File: src/ttsl_pkg.sv
package ttsl_pkg;

	localparam logic        CMD_LOOKUP  = 1'b0;
	localparam logic        CMD_STORE   = 1'b1;
	localparam logic [1:0]  FLAG_EXACT  = 2'd0;
	localparam logic [7:0]  NO_SQUARE   = 8'd255;
	localparam logic [7:0]  NO_SPECIAL  = 8'd0;
	localparam logic [14:0] MATE_RESET  = 15'd30000;
	localparam logic signed [17:0] MATE_WINDOW = 18'sd1000;
	localparam logic signed [17:0] SAT_MAX     = 18'sd32767;
	localparam logic signed [17:0] SAT_MIN     = -18'sd32768;

	typedef struct packed {
		logic              cmd;
		logic [63:0]       key;
		logic signed [7:0] depth;
		logic [7:0]        ply;
		logic signed [15:0] score;
		logic [1:0]        bound_flag;
		logic [7:0]        generation;
		logic              has_move;
		logic [7:0]        from_square;
		logic [7:0]        to_square;
		logic [7:0]        special_code;
	} ttsl_in_t;

	typedef struct packed {
		logic               hit;
		logic               written;
		logic signed [15:0] entry_score;
		logic signed [15:0] adjusted_score;
		logic signed [7:0]  entry_depth;
		logic [1:0]         entry_flag;
		logic [7:0]         entry_generation;
		logic [7:0]         entry_from;
		logic [7:0]         entry_to;
		logic [7:0]         entry_special;
	} ttsl_out_t;

	typedef struct packed {
		logic signed [15:0] score;
		logic signed [7:0]  depth;
		logic [1:0]         flag;
		logic [7:0]         generation;
		logic [7:0]         from_sq;
		logic [7:0]         to_sq;
		logic [7:0]         special;
	} ttsl_data_t;

	typedef struct packed {
		logic        valid;
		logic [63:0] key;
		ttsl_data_t  data;
	} ttsl_row_t;

	typedef struct packed {
		logic rd;
		logic clr;
		logic exec;
	} ttsl_cmd_t;

	typedef enum logic [1:0] {
		ST_CLEAR,
		ST_IDLE,
		ST_EXEC
	} ttsl_state_t;

	// up: push away from zero on store; otherwise pull back on load
	function automatic logic signed [15:0] mate_shift(
		input logic signed [15:0] s,
		input logic [7:0]         ply,
		input logic [14:0]        m,
		input logic               up
	);
		logic signed [17:0] hi;
		logic signed [17:0] lo;
		logic signed [17:0] s18;
		logic signed [17:0] p18;
		logic signed [17:0] sum;
		hi  = $signed({3'b000, m}) - MATE_WINDOW;
		lo  = MATE_WINDOW - $signed({3'b000, m});
		s18 = {{2{s[15]}}, s};
		p18 = $signed({10'd0, ply});
		if (s18 > hi) begin
			sum = up ? s18 + p18 : s18 - p18;
		end else if (s18 < lo) begin
			sum = up ? s18 - p18 : s18 + p18;
		end else begin
			sum = s18;
		end
		if (sum > SAT_MAX) begin
			mate_shift = 16'sh7FFF;
		end else if (sum < SAT_MIN) begin
			mate_shift = 16'sh8000;
		end else begin
			mate_shift = sum[15:0];
		end
	endfunction

endpackage

File: src/ttsl_ctrl.sv
module ttsl_ctrl
	import ttsl_pkg::*;
#(
	parameter int IDX_W = 16
) (
	input  logic             clk,
	input  logic             arst_n,
	input  logic             in_valid,
	output logic             in_ready,
	output logic             out_valid,
	input  logic             out_ready,
	output ttsl_cmd_t        cmd,
	output logic [IDX_W-1:0] clr_addr
);

	ttsl_state_t      state_q;
	ttsl_state_t      state_d;
	logic [IDX_W-1:0] clr_idx_q;
	logic             out_valid_q;

	always_ff @(posedge clk or negedge arst_n) begin
		if (!arst_n) begin
			state_q     <= ST_CLEAR;
			clr_idx_q   <= '0;
			out_valid_q <= 1'b0;
		end else begin
			state_q <= state_d;
			if (state_q == ST_CLEAR) begin
				clr_idx_q <= clr_idx_q + 1'b1;
			end
			if (cmd.exec) begin
				out_valid_q <= 1'b1;
			end else if (out_ready) begin
				out_valid_q <= 1'b0;
			end
		end
	end

	always_comb begin
		state_d  = state_q;
		cmd      = '0;
		in_ready = 1'b0;
		case (state_q)
			ST_CLEAR: begin
				cmd.clr = 1'b1;
				if (&clr_idx_q) begin
					state_d = ST_IDLE;
				end
			end
			ST_IDLE: begin
				in_ready = 1'b1;
				if (in_valid) begin
					cmd.rd  = 1'b1;
					state_d = ST_EXEC;
				end
			end
			ST_EXEC: begin
				// hold until the result register is free
				if (!out_valid_q || out_ready) begin
					cmd.exec = 1'b1;
					state_d  = ST_IDLE;
				end
			end
			default: begin
				state_d = ST_CLEAR;
			end
		endcase
	end

	assign out_valid = out_valid_q;
	assign clr_addr  = clr_idx_q;

endmodule

File: config.mk
export PLATFORM = sky130hd
export DESIGN_NAME = ttsl_ctrl
export DESIGN_NICKNAME = d
export VERILOG_FILES = /design/src/ttsl_pkg.sv /design/src/ttsl_ctrl.sv
export SDC_FILE = /design/constraint.sdc
export NUM_CORES = 1
export LEC_CHECK = 0
export BUFFER_PORTS_ARGS = -buffer_cell sky130_fd_sc_hd__buf_2
export CAP_MARGIN = 10
export CORE_MARGIN = 2
export CORE_UTILIZATION = 35
export DETAILED_ROUTE_END_ITERATION = 8
export GPL_ROUTABILITY_DRIVEN = 0
export PLACE_DENSITY_LB_ADDON = 0.12
export SLEW_MARGIN = 10
export SYNTH_ARGS = -nofsm -noshare
export SYNTH_HDL_FRONTEND = slang
export SYNTH_SLANG_ARGS = --single-unit
File: constraint.sdc
create_clock -name clk -period 2.74 [get_ports clk]
set_input_delay 0.548 -clock clk [delete_from_list [all_inputs] [get_ports clk]]
set_output_delay 0.548 -clock clk [all_outputs]
set_load 0.03 [all_outputs]
After elaboration in Yosys (flattened, before gate mapping):

Index checks and enable logic that the tools add are counted.

* add/sub/neg operators: 1
* equal/unequal tests: 5
* mux-type cells: 12
* reduce and logical (&&, ||, !) cells: 6

Operator list (number)
* $add 16x1->16 const B: 1
* $reduce_and 16->1: 1
* $mux 1: 8
* $mux 2: 3
* $pmux 2 s3: 1
* $ne 2x2->1 const B: 2
* $reduce_and 3->1: 1
* $eq 2x1->1 const B: 1
* $eq 2x2->1 const B: 1
* $logic_not 2->1: 1
* $ne 2x1->1 const B: 1
* $reduce_bool 2->1: 1
* $logic_not 1->1: 1
* $logic_or 1x1->1: 1

* register bits: 19

Longest topological paths before layout:

Gate-level depths: netlist of run 1.

* depth in word-level cells: 5
* depth in mapped cells: 5
* gate-level depth less buffers: 5

Least setup slack after synthesis of run 1:

OpenSTA, ideal clock, no wires.

* path kind: flip-flop to output port
* from: register state_q[1]
* to: output cmd[2] (netlist bit)
* arrival time: 1290 ps
* path slack: 902 ps
* stages on the path, launching flop included: 3
* path through: dfrtp_1 nor2b_1 and2_1

RTL lines
* from (decl): line ttsl_ctrl.sv:16 `ttsl_state_t state_q;`
* from (signal assigned): line ttsl_ctrl.sv:27 `state_q <= state_d;`
* to (decl): line ttsl_ctrl.sv:12 `output ttsl_cmd_t cmd,`

==> flow_summary.toml, run 1 <==
[clocking]
cts_htree_levels = 1
clock_sinks = 19
cts_tree = "done"
cts_setup_buffers = 0
clk_path_buf_depth = 2
clock-root-buffer = "clkbuf_4"
clkTransAtPathRegs_ns = 0.10
clk-insertion-delay-late_ns = 0.29
cts_hold_buf = 0
ctsResizeCount = 0
numCtsBuffers = 3

[die]
fp.dieW_um = 53.4
core_mm2 = 0.00225
die-height_um = 53.4
ios = 25
die_area_mm2 = 0.00285
num_rows = 17
start_util_pct = 37.9

[timing]
setup_viol = 0
period_share_pct = 66.0
hold_viol_final = 0
timing.slew.headroom_pct = 72.5
setup_slack_ns = 0.932
max_freq_mhz = 553
drv_slew = 0
hold_ws_ns = 0.167
setup-tns-final_ns = 0
fin_crit_ns = 1.81
worst_slew_pin_slew_ns = 0.413
rsz0062_at_grt = "no"
finalClockSkew_ns = 0.00155

[detailed_routing]
avgRoutedWirePerCell_um = 11.4
wirelength_mm = 1.48
drc = 0
drt_iter0_drc = 0
dr_total_vias = 604
antenna_left = 0
viasPerCell = 4.65
dr.pass1.iters = 1

[global_route]
grt_pass1_wl_mm = 2.62
grt_pass1_vias = 583
antenna_found_initial = 0
grt_max_degree = 20
grt.total_usage_pct = 13.4
grt_overflow = 0

[pwr]
powerDensity_mw_per_mm2 = 913
leakage_uw = 0.000521
ir_drop_mv = 0.474

[cells_and_area]
regArea_um2 = 475
fillers = 242
antenna-diode-count = 0
design_area_mm2 = 0.00104
multi_input_area_um2 = 372
fin_nets = 108
drive_gt1_share_pct = 30.4
syn2layout_area_growth_pct = 21.2
layoutNonFillerInstCount = 130

[outcome]
status = "finished, final reports clean"

[hold_path]
hold_path_class = "primary input to asynchronous set/reset pin"

[placement]
io_buffers = 24
dp_slack_ns = 1.05
dpl.hpwl_mm = 1.11
place_inst = 126
place_area_mm2 = 0.00101

[setup_path]
end_kind = "output pin"
crit_required_ns = 2.19
crit_type = "flop to output pin"
critPathArrivalTime_ns = 1.26
cp-start-kind = "flop"
worstPathMaxFanout = 4

[synth]
yosys_warnings = 0
synth.avg_cell_area_um2 = 11.5
yosysSeqAreaShare_pct = 55.6
syn_inst = 74
synth_cell_types = 21
ys_ff_latch = 19
syn-num-nets = 79
synth_area_um2 = 855

[flow_run]
drv_cap = 0
layout by cell type (no fill, tap or decap), types with 2 or more instances in the layout:
master    netlist  routed
buf_2           0      24
clkbuf_4        0       3
dfrtp_1        19      19
inv_1           2       2
nand2_1        11      11
nand2b_1        2       2
nand3_1         6       6
nand4_1         2       2
nor2_1          4       4
nor2b_1         2       2
xnor2_1        11      11
xor2_1          4       4
routing by layer:
layer	share of wire, %	GRT usage [%]	vias up
li1	-	-	301
met3	6.1	5.93	2
met4	1.1	6.41	0
met1	46	16.3	284
met2	47	20.0	17
met5	0	0	-
per-stage QoR:
stage / power [uW] / util (%)
final: 946 / 45.9
after detailed placement: 818 / 44.8
after global routing: 1020 / 45.9
after global placement: 812 / 44.8
after CTS: 963 / 45.9
after floorplan: 712 / -
cell usage after synthesis:
| cell | instances | share of area (%) |
|---|---|---|
| ha_1 | 1 | 1.5 |
| nor2b_1 | 2 | 1.5 |
| xnor2_1 | 11 | 11 |
| nor3_1 | 1 | 0.59 |
| nand4_1 | 2 | 1.5 |
| nor3_2 | 1 | 1.2 |
| and4_1 | 1 | 1.0 |
| dfrtp_1 | 19 | 56 |
| inv_1 | 2 | 0.88 |
| a21oi_1 | 1 | 0.59 |
| and2_1 | 1 | 0.73 |
| mux2_2 | 1 | 1.3 |
| nor3_4 | 1 | 1.9 |
| nand3_1 | 6 | 3.5 |
| nand4bb_4 | 1 | 3.2 |
| nor2_1 | 4 | 1.8 |
| and3_1 | 1 | 0.73 |
| o21bai_1 | 1 | 0.88 |
| xor2_1 | 4 | 4.1 |
| nand2_1 | 11 | 4.8 |
| nand2b_1 | 2 | 1.5 |
final cells by class:
cell class	count	share of cell area [%]
Sequential cell	19	45.9
Multi-Input combinational cell	53	35.9
Clock buffer	4	2.54
Tap cell	28	3.38
Timing Repair Buffer	24	11.6
Inverter	2	0.725
kinds of logic (layout without fill, tap and decap cells):
kind of cell             count (synthesis)  after routing  synth area share, %
multiplexers                             1              1                 1.32
buffers and inverters                    2             30                0.879
flip-flops                              19             19                 55.6
AND/OR/NAND/NOR                         34             34                 23.9
AO/OA/AOI/OAI                            2              2                 1.46
adder cells (fa/ha/maj)                  1              1                 1.46
XOR/XNOR                                15             15                 15.4
power breakdown:
| part | total (uW) | switching [uW] | internal [uW] |
|---|---|---|---|
| Sequential | 422 | 77.7 | 344 |
| Clock | 141 | 83.9 | 56.7 |
| Combinational | 384 | 245 | 139 |
| Total | 946 | 407 | 540 |
flip-flops by register name (all words and copies together) (netlist names):
name and flops:
out_valid 1, clr_addr 16, state_q 2
worst paths after layout:
path	from	end	slack (ns)	cells after the start
hold reg to reg	clr_addr[7]$_DFFE_PN0P_	clr_addr[7]$_DFFE_PN0P_	0.49	1
hold / removal	arst_n	clr_addr[0]$_DFFE_PN0P_	0.17	1
min in group clk	clr_addr[7]$_DFFE_PN0P_	clr_addr[7]$_DFFE_PN0P_	0.49	1
setup reg to reg	clr_addr[0]$_DFFE_PN0P_	clr_addr[14]$_DFFE_PN0P_	1.33	5
setup / recovery	state_q[0]$_DFFE_PN0P_	cmd[0]	0.93	3
max in group asynchronous	arst_n	clr_addr[12]$_DFFE_PN0P_	2.29	1
worst max-delay path: stages (launching register included):
cell and delay (ns):
dfrtp_1 0.42, nand2b_1 0.19, nor2b_1 0.15, buf_2 0.22
Note: power is estimated with default switching activity, not from simulation.
==> run 2: changes to the inputs <==
- ABC_AREA: not set -> 1
- clock period: 2.74 -> 1.8 ns (I/O delays scaled with it)
==> run 2 against run 1 <==
Setup slack got worse by 0.78 ns. Via count up 30%. Synthesized cell count rose by 47%. Global-route usage up 0.40 points. Combinational power is 57% higher. Hold slack better by 0.15 ns. Cell area is 12% higher. First-iteration DRC count increased by 6. Cell count is 30% higher. Flip-flop and latch count stayed put. Critical path type unchanged.
==> flow_summary.toml, run 2 <==
[setup_path]
worstPathMaxFanout = 3
crit_required_ns = 1.44
critPathArrivalTime_ns = 1.29
r2r_end = "clr_addr[10]$_DFFE_PN0P_"
cp-start-kind = "flop"
r2r_slack_ns = 0.40
rr_worst_depth = 6
r2r-start = "clr_addr[0]$_DFFE_PN0P_"
crit_type = "flop to output pin"
end_kind = "output pin"

[global_route]
grt.total_usage_pct = 13.8
grt_overflow = 0
grt_pass1_wl_mm = 3.39
grt_max_degree = 20
antenna_found_initial = 0
grt_pass1_vias = 756

[timing]
setup-tns-final_ns = 0
hold_viol_final = 0
max_freq_mhz = 607
worst_slew_pin_slew_ns = 0.429
setup_viol = 0
rsz0062_at_grt = "no"
period_share_pct = 91.6
timing.slew.headroom_pct = 71.4
fin_crit_ns = 1.65
drv_slew = 0
finalClockSkew_ns = 0.00508

[cells_and_area]
fin_nets = 145
antenna-diode-count = 0
design_area_mm2 = 0.00116
fillers = 255
layout_commonest_cell = "nand2_1"
largest_reg_flops = 16
syn2layout_area_growth_pct = 21.4
drive_gt1_share_pct = 28.1
mostFrequentLayoutCells = "26 x nand2_1, 24 x buf_2, 19 x dfrtp_1"

[clocking]
clk-insertion-delay-late_ns = 0.31
numCtsBuffers = 3
clock-root-buffer = "clkbuf_4"
ctsResizeCount = 0
clk_path_buf_depth = 2
cts_tree = "done"
cts_htree_levels = 1
clock_sinks = 19
clkTransAtPathRegs_ns = 0.11

[synth]
yosysMostFrequentCell = "nand2_1"
synthTopCellsByArea = "dfrtp_1 50%, nand2_1 10%, xnor2_1 8.2%, inv_1 6.3%, nor2_1 4.7%"
synth_top_area_cell = "dfrtp_1"
yosys_warnings = 0
syn_inst = 109
synth_area_um2 = 958
yosysSeqAreaShare_pct = 49.6
synth_flop_cell = "dfrtp_1"
synth.avg_cell_area_um2 = 8.79
ys_ff_latch = 19
synth_edf_count = 0
synth_top_area_share_pct = 49.6
async_reset_ff_share_pct = 100
syn-num-nets = 114
synth_common_cells = "26 x nand2_1, 19 x dfrtp_1, 16 x inv_1, 12 x nor2_1, 9 x xnor2_1"
synth_cell_types = 17

[placement]
place_area_mm2 = 0.00112
dpl.hpwl_mm = 1.49
io_buffers = 24

[detailed_routing]
viasPerCell = 4.64
dr.pass1.iters = 3
antenna_left = 0
drc = 0
avgRoutedWirePerCell_um = 11.7
drt_iter0_drc = 6
wirelength_mm = 1.98
dr_total_vias = 785

[hold_path]
hold_path_end = "out_valid$_DFFE_PN0P_"
min_from = "out_ready"
hold_path_class = "primary input to flop"
hold-path-cell-count = 4

[pwr]
ir_drop_mv = 0.828
leakage_uw = 0.000622
powerDensity_mw_per_mm2 = 1260

[die]
num_rows = 18
start_util_pct = 37.7
ios = 25
core_mm2 = 0.00254
fp.dieW_um = 56.3
die-height_um = 56.3
die_area_mm2 = 0.00317

[outcome]
status = "finished, final reports clean"

[flow_run]
drv_cap = 0
[run 2: cell count changes in the layout (fill, tap and decap cells not counted), moves of 3 or more]
cell,delta
nand2_1,+15
inv_1,+14
nor2_1,+7
nor2_2,+4
nand3_1,-3
nand4_1,+3
[run 2: how the worst max path moves through the flow]
stage               cells after the start               startpoint                        to  slack [ns]
floorplan                               4   state_q[0]$_DFFE_PN0P_                    cmd[2]        0.15
detailed placement                      5  clr_addr[0]$_DFFE_PN0P_  clr_addr[14]$_DFFE_PN0P_        0.40
global route                            5   state_q[0]$_DFFE_PN0P_                    cmd[2]        0.05
CTS                                     5   state_q[1]$_DFFE_PN0P_                    cmd[0]        0.09
finish                                  5   state_q[0]$_DFFE_PN0P_                    cmd[2]        0.15
global placement                        5  clr_addr[0]$_DFFE_PN0P_  clr_addr[14]$_DFFE_PN0P_        0.44
[run 2: cell type report]
| type | count | area (um2) | area share [%] |
|---|---|---|---|
| flip-flops and latches | 19 | 475 | 40.9 |
| multi-input cells | 74 | 425 | 36.6 |
| repair buffers | 26 | 138 | 11.8 |
| inverters | 16 | 60.1 | 5.16 |
| well taps | 30 | 37.5 | 3.23 |
| clock buffers | 3 | 22.5 | 1.94 |
| clock inverters | 1 | 5.00 | 0.430 |
[run 2: where the power goes]
part / internal, uW / leakage (uW) / switching, uW
Clock: 83.1 / 0.0000177 / 140
Sequential: 519 / 0.000252 / 126
Combinational: 199 / 0.000352 / 401
[run 2: timing repair]
action / in CTS / in global routing
buffers inserted: 0 / 1
setup endpoints to repair: 0 / 1
hold endpoints to repair: 19 / 0
hold buffers: 1 / 0
[run 2: critical path, cell delays in order (launching register included)]
cell,delay [ns]
dfrtp_1,0.42
inv_1,0.09
nor2_2,0.13
inv_1,0.07
nor2_1,0.08
buf_2,0.20
[run 2: metal layers]
metal,part of all wire [%],wire length [um],up-vias,global-route usage [%]
met5,0,0,-,0
met4,2.3,46,0,7.14
met3,5.7,113,5,2.53
met2,44,867,20,21.7
met1,48,949,365,18.1
li1,-,-,395,-
[run 2: kinds of logic after synthesis]
| kind of cell | Yosys count | synth area share [%] |
|---|---|---|
| XOR/XNOR | 13 | 11.9 |
| adder cells (fa/ha/maj) | 1 | 1.31 |
| AND/OR/NAND/NOR | 58 | 29.8 |
| flip-flops | 19 | 49.6 |
| AO/OA/AOI/OAI | 2 | 1.17 |
| buffers and inverters | 16 | 6.27 |
[run 2: through the flow]
stage	instances	utilization (%)	hold slack (ns)	setup slack (ns)	total power, uW
after detailed placement	163	44.0	0.331	0.402	1260
after floorplan	109	-	0.0644	0.145	1090
after CTS	168	45.4	0.317	0.0860	1490
after global routing	169	45.7	0.348	0.0457	1570
after global placement	163	44.0	0.327	0.441	1250
final	169	45.7	0.319	0.152	1470
==> run 3: changes to the inputs <==
- CTS_BUF_LIST: not set -> sky130_fd_sc_hd__clkbuf_8
- HOLD_SLACK_MARGIN: not set -> 0.02
==> run 3 against run 2 <==
Via count down 1.4%. Utilization about the same. Flip-flop and latch count did not move. Combinational power is 1% lower. Critical path depth is the same. Total power up 4.9%. Critical path type unchanged.
==> flow_summary.toml, run 3 (same netlist as run 2, synthesis figures left out) <==
[die]
die_area_mm2 = 0.00317
fp.dieW_um = 56.3
core_mm2 = 0.00254
start_util_pct = 37.7
die-height_um = 56.3
ios = 25
num_rows = 18

[global_route]
antenna_found_initial = 0
grt_max_degree = 20
grt_pass1_vias = 741
grt_overflow = 0
grt_pass1_wl_mm = 3.34
grt.total_usage_pct = 13.7

[pwr]
powerDensity_mw_per_mm2 = 1320
leakage_uw = 0.000620
totalPowerFinal_uw = 1540
ir_drop_mv = 0.858

[setup_path]
cp-start-kind = "flop"
worstPathMaxFanout = 3
r2r_slack_ns = 0.41
critPathArrivalTime_ns = 1.26
crit_family = "flip-flops"
end_kind = "output pin"
path_buf_inv = 3
rr_worst_depth = 5
critPathMaxStageDelay_ns = 0.43
r2r-start = "clr_addr[0]$_DFFE_PN0P_"
r2r_end = "clr_addr[14]$_DFFE_PN0P_"
critPathSlowestCell = "dfrtp_1"
crit_type = "flop to output pin"
crit_required_ns = 1.44
worstPathCellList = "inv_1 -> nor2_1 -> inv_1 -> nor2_1 -> buf_2"
critical_path_depth = 5

[cells_and_area]
mostFrequentLayoutCells = "26 x nand2_1, 24 x buf_2, 19 x dfrtp_1"
largest_reg_flops = 16
syn2layout_area_growth_pct = 21.5
drive_gt1_share_pct = 27.7
antenna-diode-count = 0
layout_commonest_cell = "nand2_1"
final_util_pct = 45.8
fillers = 252
fin_nets = 143

[placement]
dpl.hpwl_mm = 1.49
io_buffers = 24
dp_slack_ns = 0.402

[clocking]
clk_path_buf_depth = 2
clk-insertion-delay-late_ns = 0.26
numCtsBuffers = 3
cts_hold_buf = 0
ctsResizeCount = 0
clock-root-buffer = "clkbuf_8"
clkTransAtPathRegs_ns = 0.07
cts_htree_levels = 1
cts_setup_buffers = 0
clock_sinks = 19
cts_tree = "done"

[timing]
period_share_pct = 90.3
rsz0062_at_grt = "no"
setup_viol = 0
worst_slew_pin_slew_ns = 0.429
drv_slew = 0
timing.slew.headroom_pct = 71.4
finalClockSkew_ns = 0.00510
hold_viol_final = 0
max_freq_mhz = 615
setup_slack_ns = 0.175
setup-tns-final_ns = 0
fin_crit_ns = 1.62

[outcome]
status = "finished, final reports clean"

[detailed_routing]
drc = 0
antenna_left = 0
wl_met2_um = 841
dr.pass1.iters = 4
top_layer = "met4"
avgRoutedWirePerCell_um = 11.6
wl_met1_um = 961
wl_met3_um = 105
viasPerCell = 4.63
drt_iter0_drc = 5
wirelength_mm = 1.94
dr_total_vias = 774

[hold_path]
hold_path_class = "primary input to asynchronous set/reset pin"

[flow_run]
drv_cap = 0
==> run 3: cell types whose count changed in the layout (fill, tap and decap cells not counted) <==
| cell | delta |
|---|---|
| buf_4 | -1 |
| clkbuf_4 | -3 |
| clkbuf_8 | +3 |
| dlygate4sd3_1 | -1 |
==> run 3: how the worst max path moves through the flow <==
| stage | startpoint | endpoint |
|---|---|---|
| after floorplan | state_q[0]$_DFFE_PN0P_ | cmd[2] |
| after global placement | clr_addr[0]$_DFFE_PN0P_ | clr_addr[14]$_DFFE_PN0P_ |
| after detailed placement | clr_addr[0]$_DFFE_PN0P_ | clr_addr[14]$_DFFE_PN0P_ |
| after CTS | state_q[1]$_DFFE_PN0P_ | cmd[0] |
| after global routing | state_q[1]$_DFFE_PN0P_ | cmd[0] |
| final | state_q[1]$_DFFE_PN0P_ | cmd[0] |
==> run 3: cell type report <==
class / instances / area [um2] / share of cell area [%]
clock buffer: 3 / 41.3 / 3.54
clock inverter: 1 / 5.00 / 0.430
inverter: 16 / 60.1 / 5.16
multi-input combinational: 74 / 425 / 36.5
sequential: 19 / 475 / 40.8
tap: 30 / 37.5 / 3.22
timing repair buffer: 24 / 120 / 10.3
==> run 3: report_power, final <==
group          internal, uW  leakage [uW]  switching, uW  total (uW)
Combinational           195      0.000342            399         595
Sequential              520      0.000252            127         647
Clock                   154     0.0000255            145         299
==> run 3: per-layer routing <==
layer | track usage, % | vias up
met3 | 3.46 | 4
met2 | 21.2 | 19
met4 | 7.14 | 0
met5 | 0 | -
met1 | 17.5 | 360
li1 | - | 391
==> run 3: stage by stage <==
| step | hold slack [ns] | cells | area (um2) |
|---|---|---|---|
| after global placement | 0.327 | 163 | 1120 |
| after floorplan | 0.0644 | 109 | 961 |
| after CTS | 0.0501 | 167 | 1160 |
| final | 0.0342 | 167 | 1160 |
| after global routing | 0.0722 | 167 | 1160 |
| after detailed placement | 0.331 | 163 | 1120 |
